`src/design/tbc_pkg.sv`:
```
// shared types, codes and helpers for the tone beeper controller
package tbc_pkg;

  // field widths
  localparam int unsigned CLK_W  = 21;
  localparam int unsigned FREQ_W = 16;
  localparam int unsigned MS_W   = 16;
  localparam int unsigned DIV_W  = 16;
  localparam int unsigned CFG_IDX_W = 2;

  // largest divisor the tone timer can hold
  localparam int unsigned DIVISOR_MAX = 65535;
  localparam int unsigned DIVISOR_MIN = 2;

  // one quotient bit per divider step
  localparam int unsigned DIV_STEPS = CLK_W;
  localparam int unsigned DIV_CNT_W = $clog2(DIV_STEPS);

  // configuration register reset values
  localparam logic [CLK_W-1:0]  TCLK_RST = CLK_W'(1193182);
  localparam logic [FREQ_W-1:0] FMIN_RST = FREQ_W'(20);
  localparam logic [FREQ_W-1:0] FMAX_RST = FREQ_W'(20000);

  // configuration register indexes
  typedef enum logic [CFG_IDX_W-1:0] {
    CFG_TIMER_CLOCK = 2'd0,
    CFG_MIN_FREQ    = 2'd1,
    CFG_MAX_FREQ    = 2'd2
  } cfg_idx_e;

  // command codes
  typedef enum logic [1:0] {
    CMD_TICK = 2'd0,
    CMD_PLAY = 2'd1,
    CMD_STOP = 2'd2,
    CMD_BEEP = 2'd3
  } cmd_e;

  // sound state codes
  typedef enum logic [1:0] {
    SND_OFF     = 2'd0,
    SND_PLAYING = 2'd1,
    SND_BEEPING = 2'd2
  } sound_e;

  // controller sequencer states
  typedef enum logic {
    ST_IDLE = 1'b0,
    ST_DIV  = 1'b1
  } state_e;

  // one result beat
  typedef struct packed {
    logic             accepted;
    logic [1:0]       sound_state;
    logic             speaker_gate;
    logic [DIV_W-1:0] divisor;
    logic             divisor_loaded;
  } res_t;

  // clamp a raw quotient into the timer's divisor range
  function automatic logic [DIV_W-1:0] clamp_divisor(input logic [CLK_W-1:0] q);
    logic [DIV_W-1:0] r;
    if (q < CLK_W'(DIVISOR_MIN)) begin
      r = DIV_W'(DIVISOR_MIN);
    end else if (q > CLK_W'(DIVISOR_MAX)) begin
      r = DIV_W'(DIVISOR_MAX);
    end else begin
      r = q[DIV_W-1:0];
    end
    return r;
  endfunction

endpackage

```
`src/design/tbc_if.sv`:
```
// command and result channel interfaces
interface tbc_cmd_if;
  logic                      valid;
  logic                      ready;
  logic [1:0]                command;
  logic [tbc_pkg::FREQ_W-1:0] frequency;
  logic [tbc_pkg::MS_W-1:0]  duration_ms;

  modport source (output valid, output command, output frequency, output duration_ms,
                  input ready);
  modport sink (input valid, input command, input frequency, input duration_ms,
                output ready);
endinterface

interface tbc_res_if;
  logic                      valid;
  logic                      ready;
  logic                      accepted;
  logic [1:0]                sound_state;
  logic                      speaker_gate;
  logic [tbc_pkg::DIV_W-1:0] divisor;
  logic                      divisor_loaded;

  modport source (output valid, output accepted, output sound_state, output speaker_gate,
                  output divisor, output divisor_loaded, input ready);
  modport sink (input valid, input accepted, input sound_state, input speaker_gate,
                input divisor, input divisor_loaded, output ready);
endinterface

```
`src/design/tone_beeper_controller.sv`:
```
// top level of the tone beeper controller: command decode, state and result path
//
//  channel   dir  beat contents
//  cmd_i     in   command, frequency, duration_ms
//  res_o     out  accepted, sound_state, speaker_gate, divisor, divisor_loaded
//  cfg_*     in   register index and write data, no handshake
//
// a command that loads a new divisor shows its result once the divide ends:
// the bit-serial divider produces one quotient bit per cycle over the 21-bit timer clock.
// every other command passes through the result buffer then the output register.
// a new command is taken once the result buffer has passed its beat on, so it
// can be accepted while the previous result still waits on res_o.
// reset clears the tone state and loads the register defaults.
module tone_beeper_controller (
  input  logic                              clk_i,
  input  logic                              rst_ni,
  input  logic                              cfg_we_i,
  input  logic [tbc_pkg::CFG_IDX_W-1:0]     cfg_index_i,
  input  logic [tbc_pkg::CLK_W-1:0]         cfg_data_i,
  tbc_cmd_if.sink                           cmd_i,
  tbc_res_if.source                         res_o
);
  import tbc_pkg::*;

  state_e            state_q, state_d;
  logic [CLK_W-1:0]  tclk_q;
  logic [FREQ_W-1:0] fmin_q, fmax_q;
  sound_e            snd_q, snd_d;
  logic [FREQ_W-1:0] pf_q, pf_d;
  logic [MS_W-1:0]   rem_q, rem_d;
  logic              gate_q, gate_d;
  logic [DIV_W-1:0]  div_q;
  res_t              res_q, out_q;
  logic              res_vld_q, out_vld_q;

  logic              cmd_acc;
  logic              acc_n;
  logic              need_div;
  logic              in_range;
  logic              same_tone;
  logic              div_start;
  logic              div_done;
  logic [CLK_W-1:0]  quot;
  logic [DIV_W-1:0]  quot_clamped;
  logic              out_free;

  assign cmd_acc      = cmd_i.valid && cmd_i.ready;
  assign out_free     = !out_vld_q || res_o.ready;
  assign quot_clamped = clamp_divisor(quot);

  // configuration registers
  always_ff @(posedge clk_i or negedge rst_ni) begin
    if (!rst_ni) begin
      tclk_q <= TCLK_RST;
      fmin_q <= FMIN_RST;
      fmax_q <= FMAX_RST;
    end else if (cfg_we_i) begin
      unique case (cfg_index_i)
        CFG_TIMER_CLOCK: tclk_q <= cfg_data_i;
        CFG_MIN_FREQ:    fmin_q <= cfg_data_i[FREQ_W-1:0];
        CFG_MAX_FREQ:    fmax_q <= cfg_data_i[FREQ_W-1:0];
        default:         ;
      endcase
    end
  end

  // command decode: tone state after this command
  always_comb begin
    in_range  = (cmd_i.frequency >= fmin_q) && (cmd_i.frequency <= fmax_q);
    same_tone = (snd_q == SND_PLAYING) && (pf_q == cmd_i.frequency);
    snd_d     = snd_q;
    pf_d      = pf_q;
    rem_d     = rem_q;
    gate_d    = gate_q;
    acc_n     = 1'b1;
    need_div  = 1'b0;
    unique case (cmd_e'(cmd_i.command))
      CMD_TICK: begin
        if (snd_q == SND_BEEPING) begin
          if (rem_q <= MS_W'(1)) begin
            snd_d  = SND_OFF;
            pf_d   = '0;
            rem_d  = '0;
            gate_d = 1'b0;
          end else begin
            rem_d = rem_q - 1'b1;
          end
        end
      end
      CMD_PLAY: begin
        if (!in_range) begin
          acc_n = 1'b0;
        end else if (!same_tone) begin
          snd_d    = SND_PLAYING;
          pf_d     = cmd_i.frequency;
          rem_d    = '0;
          gate_d   = 1'b1;
          need_div = 1'b1;
        end
      end
      CMD_STOP: begin
        snd_d  = SND_OFF;
        pf_d   = '0;
        rem_d  = '0;
        gate_d = 1'b0;
      end
      CMD_BEEP: begin
        if (!in_range || (cmd_i.duration_ms == '0)) begin
          acc_n = 1'b0;
        end else begin
          snd_d    = SND_BEEPING;
          pf_d     = cmd_i.frequency;
          rem_d    = cmd_i.duration_ms;
          gate_d   = 1'b1;
          need_div = !same_tone;
        end
      end
      default: ;
    endcase
  end

  // tone state registers
  always_ff @(posedge clk_i or negedge rst_ni) begin
    if (!rst_ni) begin
      snd_q  <= SND_OFF;
      pf_q   <= '0;
      rem_q  <= '0;
      gate_q <= 1'b0;
      div_q  <= '0;
    end else begin
      if (cmd_acc) begin
        snd_q  <= snd_d;
        pf_q   <= pf_d;
        rem_q  <= rem_d;
        gate_q <= gate_d;
      end
      if (div_done) begin
        div_q <= quot_clamped;
      end
    end
  end

  // divisor computation
  tbc_divider u_div (
    .clk_i      (clk_i),
    .rst_ni     (rst_ni),
    .start_i    (div_start),
    .dividend_i (tclk_q),
    .divisor_i  (cmd_i.frequency),
    .done_o     (div_done),
    .quotient_o (quot)
  );

  // sequencer next state
  always_comb begin
    state_d = state_q;
    unique case (state_q)
      ST_IDLE: if (cmd_acc && need_div) state_d = ST_DIV;
      ST_DIV:  if (div_done) state_d = ST_IDLE;
      default: state_d = ST_IDLE;
    endcase
  end

  // sequencer outputs
  always_comb begin
    cmd_i.ready = (state_q == ST_IDLE) && !res_vld_q;
    div_start   = cmd_acc && need_div;
  end

  always_ff @(posedge clk_i or negedge rst_ni) begin
    if (!rst_ni) begin
      state_q <= ST_IDLE;
    end else begin
      state_q <= state_d;
    end
  end

  // result buffer payload: fields at accept, divisor when the divide ends
  always_ff @(posedge clk_i) begin
    if (cmd_acc) begin
      res_q.accepted       <= acc_n;
      res_q.sound_state    <= snd_d;
      res_q.speaker_gate   <= gate_d;
      res_q.divisor        <= div_q;
      res_q.divisor_loaded <= need_div;
    end else if (div_done) begin
      res_q.divisor <= quot_clamped;
    end
  end

  // result buffer valid
  always_ff @(posedge clk_i or negedge rst_ni) begin
    if (!rst_ni) begin
      res_vld_q <= 1'b0;
    end else if (cmd_acc && !need_div) begin
      res_vld_q <= 1'b1;
    end else if (div_done) begin
      res_vld_q <= 1'b1;
    end else if (res_vld_q && out_free) begin
      res_vld_q <= 1'b0;
    end
  end

  // output register
  always_ff @(posedge clk_i or negedge rst_ni) begin
    if (!rst_ni) begin
      out_vld_q <= 1'b0;
    end else if (res_vld_q && out_free) begin
      out_vld_q <= 1'b1;
    end else if (res_o.ready) begin
      out_vld_q <= 1'b0;
    end
  end

  always_ff @(posedge clk_i) begin
    if (res_vld_q && out_free) begin
      out_q <= res_q;
    end
  end

  assign res_o.valid          = out_vld_q;
  assign res_o.accepted       = out_q.accepted;
  assign res_o.sound_state    = out_q.sound_state;
  assign res_o.speaker_gate   = out_q.speaker_gate;
  assign res_o.divisor        = out_q.divisor;
  assign res_o.divisor_loaded = out_q.divisor_loaded;

endmodule

```
`src/design/tbc_divider.sv`:
```
// bit-serial restoring divider, one quotient bit per cycle
module tbc_divider (
  input  logic                        clk_i,
  input  logic                        rst_ni,
  input  logic                        start_i,
  input  logic [tbc_pkg::CLK_W-1:0]   dividend_i,
  input  logic [tbc_pkg::FREQ_W-1:0]  divisor_i,
  output logic                        done_o,
  output logic [tbc_pkg::CLK_W-1:0]   quotient_o
);
  import tbc_pkg::*;

  logic                  busy_q;
  logic                  done_q;
  logic [DIV_CNT_W-1:0]  cnt_q;
  logic [CLK_W-1:0]      acc_q, acc_d;
  logic [FREQ_W-1:0]     rem_q, rem_d;
  logic [FREQ_W-1:0]     dvs_q;
  logic [FREQ_W:0]       trial;
  logic [FREQ_W:0]       diff;
  logic                  fits;

  // one restoring step: shift in the next dividend bit, try the subtract
  always_comb begin
    trial = {rem_q, acc_q[CLK_W-1]};
    diff  = trial - {1'b0, dvs_q};
    fits  = (trial >= {1'b0, dvs_q});
    rem_d = fits ? diff[FREQ_W-1:0] : trial[FREQ_W-1:0];
    acc_d = {acc_q[CLK_W-2:0], fits};
  end

  // step control
  always_ff @(posedge clk_i or negedge rst_ni) begin
    if (!rst_ni) begin
      busy_q <= 1'b0;
      done_q <= 1'b0;
      cnt_q  <= '0;
    end else begin
      done_q <= 1'b0;
      if (start_i) begin
        busy_q <= 1'b1;
        cnt_q  <= DIV_CNT_W'(DIV_STEPS - 1);
      end else if (busy_q) begin
        if (cnt_q == '0) begin
          busy_q <= 1'b0;
          done_q <= 1'b1;
        end else begin
          cnt_q <= cnt_q - 1'b1;
        end
      end
    end
  end

  // datapath shift registers
  always_ff @(posedge clk_i) begin
    if (start_i) begin
      acc_q <= dividend_i;
      rem_q <= '0;
      dvs_q <= divisor_i;
    end else if (busy_q) begin
      acc_q <= acc_d;
      rem_q <= rem_d;
    end
  end

  assign done_o     = done_q;
  assign quotient_o = acc_q;

endmodule

```
`src/flat_wrapper.sv`:
```
// flat-port wrapper written by rule: the top's interface ports become plain ports
module tone_beeper_controller_flat import tbc_pkg::*;
  (clk_i, rst_ni, cfg_we_i, cfg_index_i, cfg_data_i, cmd_i_valid, cmd_i_command, cmd_i_frequency, cmd_i_duration_ms, cmd_i_ready, res_o_valid, res_o_accepted, res_o_sound_state, res_o_speaker_gate, res_o_divisor, res_o_divisor_loaded, res_o_ready);
  tbc_cmd_if cmd_i_i ();
  tbc_res_if res_o_i ();
  input  logic clk_i;
  input  logic rst_ni;
  input  logic cfg_we_i;
  input  logic [tbc_pkg::CFG_IDX_W-1:0] cfg_index_i;
  input  logic [tbc_pkg::CLK_W-1:0] cfg_data_i;
  input wire logic [$bits(cmd_i_i.valid)-1:0] cmd_i_valid;
  input wire logic [$bits(cmd_i_i.command)-1:0] cmd_i_command;
  input wire logic [$bits(cmd_i_i.frequency)-1:0] cmd_i_frequency;
  input wire logic [$bits(cmd_i_i.duration_ms)-1:0] cmd_i_duration_ms;
  output wire logic [$bits(cmd_i_i.ready)-1:0] cmd_i_ready;
  output wire logic [$bits(res_o_i.valid)-1:0] res_o_valid;
  output wire logic [$bits(res_o_i.accepted)-1:0] res_o_accepted;
  output wire logic [$bits(res_o_i.sound_state)-1:0] res_o_sound_state;
  output wire logic [$bits(res_o_i.speaker_gate)-1:0] res_o_speaker_gate;
  output wire logic [$bits(res_o_i.divisor)-1:0] res_o_divisor;
  output wire logic [$bits(res_o_i.divisor_loaded)-1:0] res_o_divisor_loaded;
  input wire logic [$bits(res_o_i.ready)-1:0] res_o_ready;
  assign cmd_i_i.valid = cmd_i_valid;
  assign cmd_i_i.command = cmd_i_command;
  assign cmd_i_i.frequency = cmd_i_frequency;
  assign cmd_i_i.duration_ms = cmd_i_duration_ms;
  assign cmd_i_ready = cmd_i_i.ready;
  assign res_o_valid = res_o_i.valid;
  assign res_o_accepted = res_o_i.accepted;
  assign res_o_sound_state = res_o_i.sound_state;
  assign res_o_speaker_gate = res_o_i.speaker_gate;
  assign res_o_divisor = res_o_i.divisor;
  assign res_o_divisor_loaded = res_o_i.divisor_loaded;
  assign res_o_i.ready = res_o_ready;
  tone_beeper_controller u_core (.clk_i(clk_i), .rst_ni(rst_ni), .cfg_we_i(cfg_we_i), .cfg_index_i(cfg_index_i), .cfg_data_i(cfg_data_i), .cmd_i(cmd_i_i), .res_o(res_o_i));
endmodule
```
`config.mk`:
```
export PLATFORM = sky130hd
export DESIGN_NAME = tone_beeper_controller_flat
export DESIGN_NICKNAME = d
export VERILOG_FILES = /design/src/design/tbc_pkg.sv /design/src/design/tbc_if.sv /design/src/design/tone_beeper_controller.sv /design/src/design/tbc_divider.sv /design/src/flat_wrapper.sv
export SDC_FILE = /design/constraint.sdc
export NUM_CORES = 1
export LEC_CHECK = 0
export ABC_AREA = 1
export BUFFER_PORTS_ARGS = -buffer_cell sky130_fd_sc_hd__clkbuf_2
export CAP_MARGIN = 20
export CORE_UTILIZATION = 45
export DETAILED_ROUTE_END_ITERATION = 8
export SYNTH_ARGS = -nofsm -noshare
export SYNTH_HDL_FRONTEND = slang
export SYNTH_HIERARCHICAL = 1
export SYNTH_SLANG_ARGS = --single-unit
```
`constraint.sdc`:
```
create_clock -name clk_i -period 4.8 [get_ports clk_i]
set_input_delay 1.44 -clock clk_i [delete_from_list [all_inputs] [get_ports clk_i]]
set_output_delay 1.44 -clock clk_i [all_outputs]
set_load 0.01 [all_outputs]
```
==> flow_metrics.py, run 1 <==
metrics = {
    "outcome": {
        "outcome": "complete, no violations",
    },
    "route": {
        "drc": 0,
        "vias": 8747,
        "ant_nets": 0,
        "vias_per_cell": 4.95,
        "initialDrtViolationCount": 498,
        "wl_per_cell_um": 14.8,
        "drt_first_pass_iters": 5,
        "routed_wl_mm": 26.2,
    },
    "timing": {
        "relSlewSlack_pct": 30.0,
        "grt_setup_unrepaired": "no",
        "hold_violations": 0,
        "fmax_mhz": 264,
        "worst_pin_slew_ns": 1.05,
        "fin_crit_ns": 3.78,
        "setup_tns_ns": 0,
        "setup_viol": 0,
        "finClkSkew_ns": 0.0168,
        "finalCritPeriodShare_pct": 78.8,
        "drv_slew": 0,
    },
    "clock_tree": {
        "htree_levels": 1,
        "cts_setup_buffers": 0,
        "hold_buffers": 0,
        "cts.repair.resized": 0,
        "insertion_delay_ns": 0.53,
        "path_clk_slew_ns": 0.06,
        "cts_sinks": 209,
        "cts_tree": "yes",
        "root_buffer": "clkbuf_16",
        "clockBufferDepth": 3,
        "cts-buffers-inserted": 24,
    },
    "floorplan": {
        "initial_core_util_pct": 46.1,
        "ios": 85,
        "rows": 57,
        "die-area_mm2": 0.0256,
        "die-height_um": 160,
        "dieWidth_um": 160,
        "core_mm2": 0.0244,
    },
    "synthesis": {
        "synthMuxAreaShare_pct": 0.501,
        "synth-simple-area-share_pct": 27.5,
        "yosys.area_share.adder_pct": 5.96,
        "yosysMostFrequentCell": "nand2_1",
        "ys_top_cells_by_area": "dfrtp_1 (21%), edfxtp_1 (21%), nand2_1 (15%)",
        "synth_cell_types": 50,
        "netlist.area_leader.share_pct": 21.4,
        "syn_inst": 1339,
        "synth_top_area_cell": "dfrtp_1",
        "syn_avg_cell_area_um2": 8.40,
        "synth_edf_count": 79,
        "synth_ff_type": "dfrtp_1",
        "syn_nets": 1454,
        "ys_top_cells_by_count": "nand2_1 (435), inv_1 (174), o21ai_0 (105)",
        "synth_top_family_by_area": "simple AND/OR/NAND/NOR gates",
        "synth_compound_area_share_pct": 6.69,
        "synth_warnings": 6,
        "ys_seq_elements": 209,
        "synth_area_mm2": 0.0112,
        "synth-xor-area-share_pct": 1.95,
        "yosysSeqAreaShare_pct": 49.5,
        "synthArstFlopShare_pct": 54.5,
    },
    "cells_and_area": {
        "fin_cells": 1767,
        "diodes": 0,
        "syn_to_final_growth_pct": 13.6,
        "fin_nets": 1540,
        "seqCellArea_mm2": 0.00557,
        "drive_above_1_share_pct": 15.9,
        "fill_cells": 2372,
        "multi_input_area_mm2": 0.00480,
        "design_area_mm2": 0.0128,
    },
    "place": {
        "place_inst": 1723,
        "dpl.hpwl_mm": 19.1,
        "place_area_mm2": 0.0120,
        "gp_congestion": 0.846,
        "io_buffers": 84,
    },
    "critical_path": {
        "cp_slowest_cell": "nor2_4",
        "arrival_ns": 4.22,
        "cp_cell_sequence": "clkbuf_2, ha_1, nand4_1, nor2_1, o21ai_1, inv_1, nand2_1, nand2_1, nand4_1, nand2_1, nand2_1, nor2_4, clkinv_1, nand2_1, nand3_1, nor2_1, a21oi_1, o21ai_0",
        "critical_path_class": "input port to register",
        "crit_required_ns": 5.24,
        "cp_max_fo": 15,
        "cp_num_buf_inv": 3,
        "path_delay_family": "simple AND/OR/NAND/NOR gates",
        "crit_path_end_kind": "register",
        "startpoint_type": "input port",
        "rrSetupSlack_ns": 1.55,
        "cp_common_cell": "nand2_1",
        "slowest_delay_ns": 0.34,
    },
    "pwr": {
        "power.leakage_nw": 6.32,
        "power_frac_seq_pct": 39.2,
        "ir_drop_mv": 0.273,
        "p_switching_mw": 2.84,
        "powerDensity_mw_per_mm2": 582,
        "pwr-share-comb_pct": 36.9,
        "clockPowerShare_pct": 23.9,
        "p_int_mw": 4.59,
        "power.share.switching_pct": 38.2,
    },
    "run": {
        "maxCapViolCount": 0,
    },
    "grt": {
        "grt_overflow": 0,
        "grt.total_usage_pct": 20.9,
        "grt_max_degree": 66,
        "antenna_found_initial": 0,
        "grt_pass1_wl_mm": 43.0,
        "grt_pass1_vias": 8387,
    },
    "hold_path": {
        "min_path_type": "register to register",
    },
}
## worst reg2reg max path: stages, from the launching register on
cell	delay [ns]
dfstp_2	0.53
inv_1	0.05
ha_1	0.31
nand4_1	0.10
nor3_1	0.21
nand3_1	0.10
nand2_1	0.20
nand4_1	0.17
nand2_1	0.12
nand2_1	0.13
nor2_4	0.34
clkinv_1	0.27
nand2_1	0.23
nand3_1	0.12
nor2_1	0.14
a21oi_1	0.08
o21ai_0	0.09
## final timing paths
check,start,to,cells after the start
setup / recovery,cmd_i_frequency[13],u_core/u_div/cnt_q[4],18
hold / removal,u_core/res_q[20],u_core/res_o.accepted,0
setup reg to reg,u_core/fmax_q[11],u_core/u_div/cnt_q[4],16
hold reg to reg,u_core/res_q[20],u_core/res_o.accepted,0
max in group asynchronous,rst_ni,u_core/tclk_q[4],2
min in group asynchronous,rst_ni,u_core/div_q[0],1
## per-layer routing
| layer | part of all wire [%] | vias up | GRT usage (%) |
|---|---|---|---|
| met1 | 49 | 4051 | 29.9 |
| li1 | - | 4506 | - |
| met5 | 0 | - | 0 |
| met2 | 46 | 161 | 33.7 |
| met4 | 1.7 | 0 | 4.94 |
| met3 | 4.0 | 29 | 2.57 |
## cells in the final DEF, fill, tap and decap left out, types with 22 or more instances in the layout
cell,count
nand2_2,22
edfxtp_1,79
ha_1,52
o21ai_0,105
clkbuf_2,83
inv_1,174
nor2_1,52
nand2_1,435
clkbuf_16,25
nand3_1,49
dfrtp_1,96
a21oi_1,24
nand4_1,46
## stage by stage
stage	total power, mW	setup slack (ns)	hold WS, ns	util [%]
floorplan	4.97	0.231	0.400	-
global route	8.05	0.573	0.425	52.4
global placement	5.63	0.576	0.402	49.1
detailed placement	5.69	0.506	0.405	49.2
CTS	7.51	1.05	0.419	52.4
finish	7.44	1.02	0.418	52.4
## power groups by stage
stage               registers (mW)  logic [mW]  clock network, mW
floorplan                     2.84        2.13                  0
global placement              2.94        2.70                  0
detailed placement            2.94        2.75                  0
CTS                           2.91        2.76               1.83
global route                  2.98        3.17               1.90
finish                        2.91        2.74               1.78
## final cells by class
type,instances,area share (%)
flip-flops and latches,209,43.6
multi-input cells,909,37.5
inverters,181,5.32
clock buffers,31,5.23
repair buffers,100,4.31
well taps,324,3.17
clock inverters,13,0.842
## cells by family (layout without fill, tap and decap cells)
logic type	count (synthesis)	after routing
simple gates	684	684
buf+inv	221	325
flops	209	209
compound gates	142	142
fa+ha+maj	53	53
xor+xnor	25	25
mux	5	5
Power figures use the tool's default switching activity.
==> run 2: changes to the inputs <==
==> constraint.sdc (replaced) <==
create_clock -name clk_i -period 3.55 [get_ports clk_i]
set_input_delay 1.065 -clock clk_i [delete_from_list [all_inputs] [get_ports clk_i]]
set_output_delay 1.065 -clock clk_i [all_outputs]
set_load 0.01 [all_outputs]
==> run 2 against run 1 <==
  * Register-to-register slack got worse by 0.92 ns
  * Sequential share of layout area fell by 0.68 points
  * Clock skew rose by 0.013 ns
  * Combinational power rose by 38%
  * First-iteration DRC count rose by 12%
  * Critical path depth fell by 1
  * Total power rose by 36%
  * Sequential power rose by 35%
  * Wire length fell by 0.64%
  * Critical path type unchanged
  * Critical endpoint unchanged
  * Largest power group unchanged
==> flow_metrics.py, run 2 (synthesis results as in run 1) <==
metrics = {
    "cells_and_area": {
        "fin_nets": 1560,
        "final_common_cell": "nand2_1",
        "utilization_pct": 53.2,
        "fin_cells": 1787,
        "design_area_mm2": 0.0130,
        "syn_to_final_growth_pct": 15.4,
        "diodes": 0,
        "final_cell_mix": "nand2_1 (432), inv_1 (173), o21ai_0 (105)",
        "drive_above_1_share_pct": 17.5,
    },
    "place": {
        "place_inst": 1743,
        "place_area_mm2": 0.0122,
        "io_buffers": 84,
        "dpl.hpwl_mm": 19.2,
        "gp_congestion": 0.862,
    },
    "route": {
        "wl_met2_mm": 11.8,
        "vias_per_cell": 4.92,
        "vias": 8800,
        "wl_met1_mm": 12.5,
        "ant_nets": 0,
        "drt_first_pass_iters": 5,
        "highest_layer": "met4",
        "wl_met3_mm": 1.34,
        "drc": 0,
        "wl_per_cell_um": 14.6,
        "initialDrtViolationCount": 558,
        "routed_wl_mm": 26.1,
    },
    "clock_tree": {
        "hold_buffers": 0,
        "path_clk_slew_ns": 0.06,
        "insertion_delay_ns": 0.53,
        "cts-buffers-inserted": 24,
        "cts_sinks": 209,
        "clockBufferDepth": 3,
        "cts.repair.resized": 0,
        "cts_tree": "yes",
        "cts_setup_buffers": 0,
        "root_buffer": "clkbuf_16",
        "htree_levels": 1,
    },
    "timing": {
        "finalCritPeriodShare_pct": 86.1,
        "relSlewSlack_pct": 47.6,
        "worst_pin_slew_ns": 0.784,
        "setup_viol": 0,
        "finClkSkew_ns": 0.0296,
        "fmax_mhz": 327,
        "hold_violations": 0,
        "whs_ns": 0.415,
        "drv_slew": 0,
        "fin_crit_ns": 3.06,
        "setup_tns_ns": 0,
        "grt_setup_unrepaired": "no",
    },
    "grt": {
        "grt_max_degree": 52,
        "grt.total_usage_pct": 21.0,
        "grt_pass1_vias": 8518,
        "grt_pass1_wl_mm": 43.7,
        "antenna_found_initial": 0,
        "grt_overflow": 0,
    },
    "critical_path": {
        "startpoint_type": "input port",
        "arrival_ns": 3.49,
        "crit_required_ns": 3.98,
        "critical_path_class": "input port to register",
        "cp_max_fo": 6,
        "crit_path_end_kind": "register",
    },
    "floorplan": {
        "ios": 85,
        "core_mm2": 0.0244,
        "die-area_mm2": 0.0256,
        "initial_core_util_pct": 46.1,
        "die-height_um": 160,
        "rows": 57,
        "dieWidth_um": 160,
    },
    "pwr": {
        "powerDensity_mw_per_mm2": 780,
        "ir_drop_mv": 0.445,
        "power.leakage_nw": 6.42,
    },
    "run": {
        "maxCapViolCount": 0,
    },
    "outcome": {
        "outcome": "complete, no violations",
    },
    "hold_path": {
        "min_path_type": "register to register",
    },
}
[run 2: area by class of cell]
class                      instances  area [um2]
fill                            2331       11400
sequential                       209        5570
multi-input combinational        909        4820
timing repair buffer             120         718
clock buffer                      33         684
inverter                         181         683
tap                              324         405
clock inverter                    11         103
[run 2: power by group]
group	switching (mW)	internal, mW
Clock	0.994	1.43
Combinational	2.38	1.40
Sequential	0.480	3.44
Total	3.85	6.27
[run 2: metal layers]
layer  GRT usage [%]  vias to the layer above
met3            2.94                       31
met5               0                        -
met1            30.4                     4015
met2            33.1                      199
met4            5.19                        0
li1                -                     4555
[run 2: path summary, 6_finish.rpt]
path | startpoint | end | slack, ns | depth (start not counted)
max | cmd_i_frequency[15] | u_core/u_div/cnt_q[4] | 0.49 | 17
min | u_core/res_q[3] | u_core/res_o.divisor[2] | 0.41 | 0
max reg2reg | u_core/fmax_q[9] | u_core/u_div/cnt_q[4] | 0.63 | 19
min reg2reg | u_core/res_q[3] | u_core/res_o.divisor[2] | 0.41 | 0
max in group asynchronous | rst_ni | u_core/tclk_q[7] | 2.22 | 2
min in group asynchronous | rst_ni | u_core/div_q[8] | 0.51 | 1
[run 2: critical path, cell delays in order]
cell and delay [ns]:
clkbuf_2 0.11, ha_1 0.32, a21oi_1 0.15, o21ai_0 0.09, a21oi_1 0.21, nand2_1 0.10, nand2_2 0.13, nand4_1 0.16
nand2_2 0.14, nand2_4 0.07, nor2_4 0.19, clkinv_1 0.15, nand2_1 0.19, nand3_1 0.12, nor2_1 0.13, a21oi_1 0.07
o21ai_0 0.06
[run 2: per-stage QoR]
stage	total power, mW	worst slack [ns]
floorplan	6.74	0.00668
global placement	7.68	0.126
detailed placement	7.75	0.0153
CTS	10.2	0.544
global route	10.9	0.236
finish	10.1	0.494
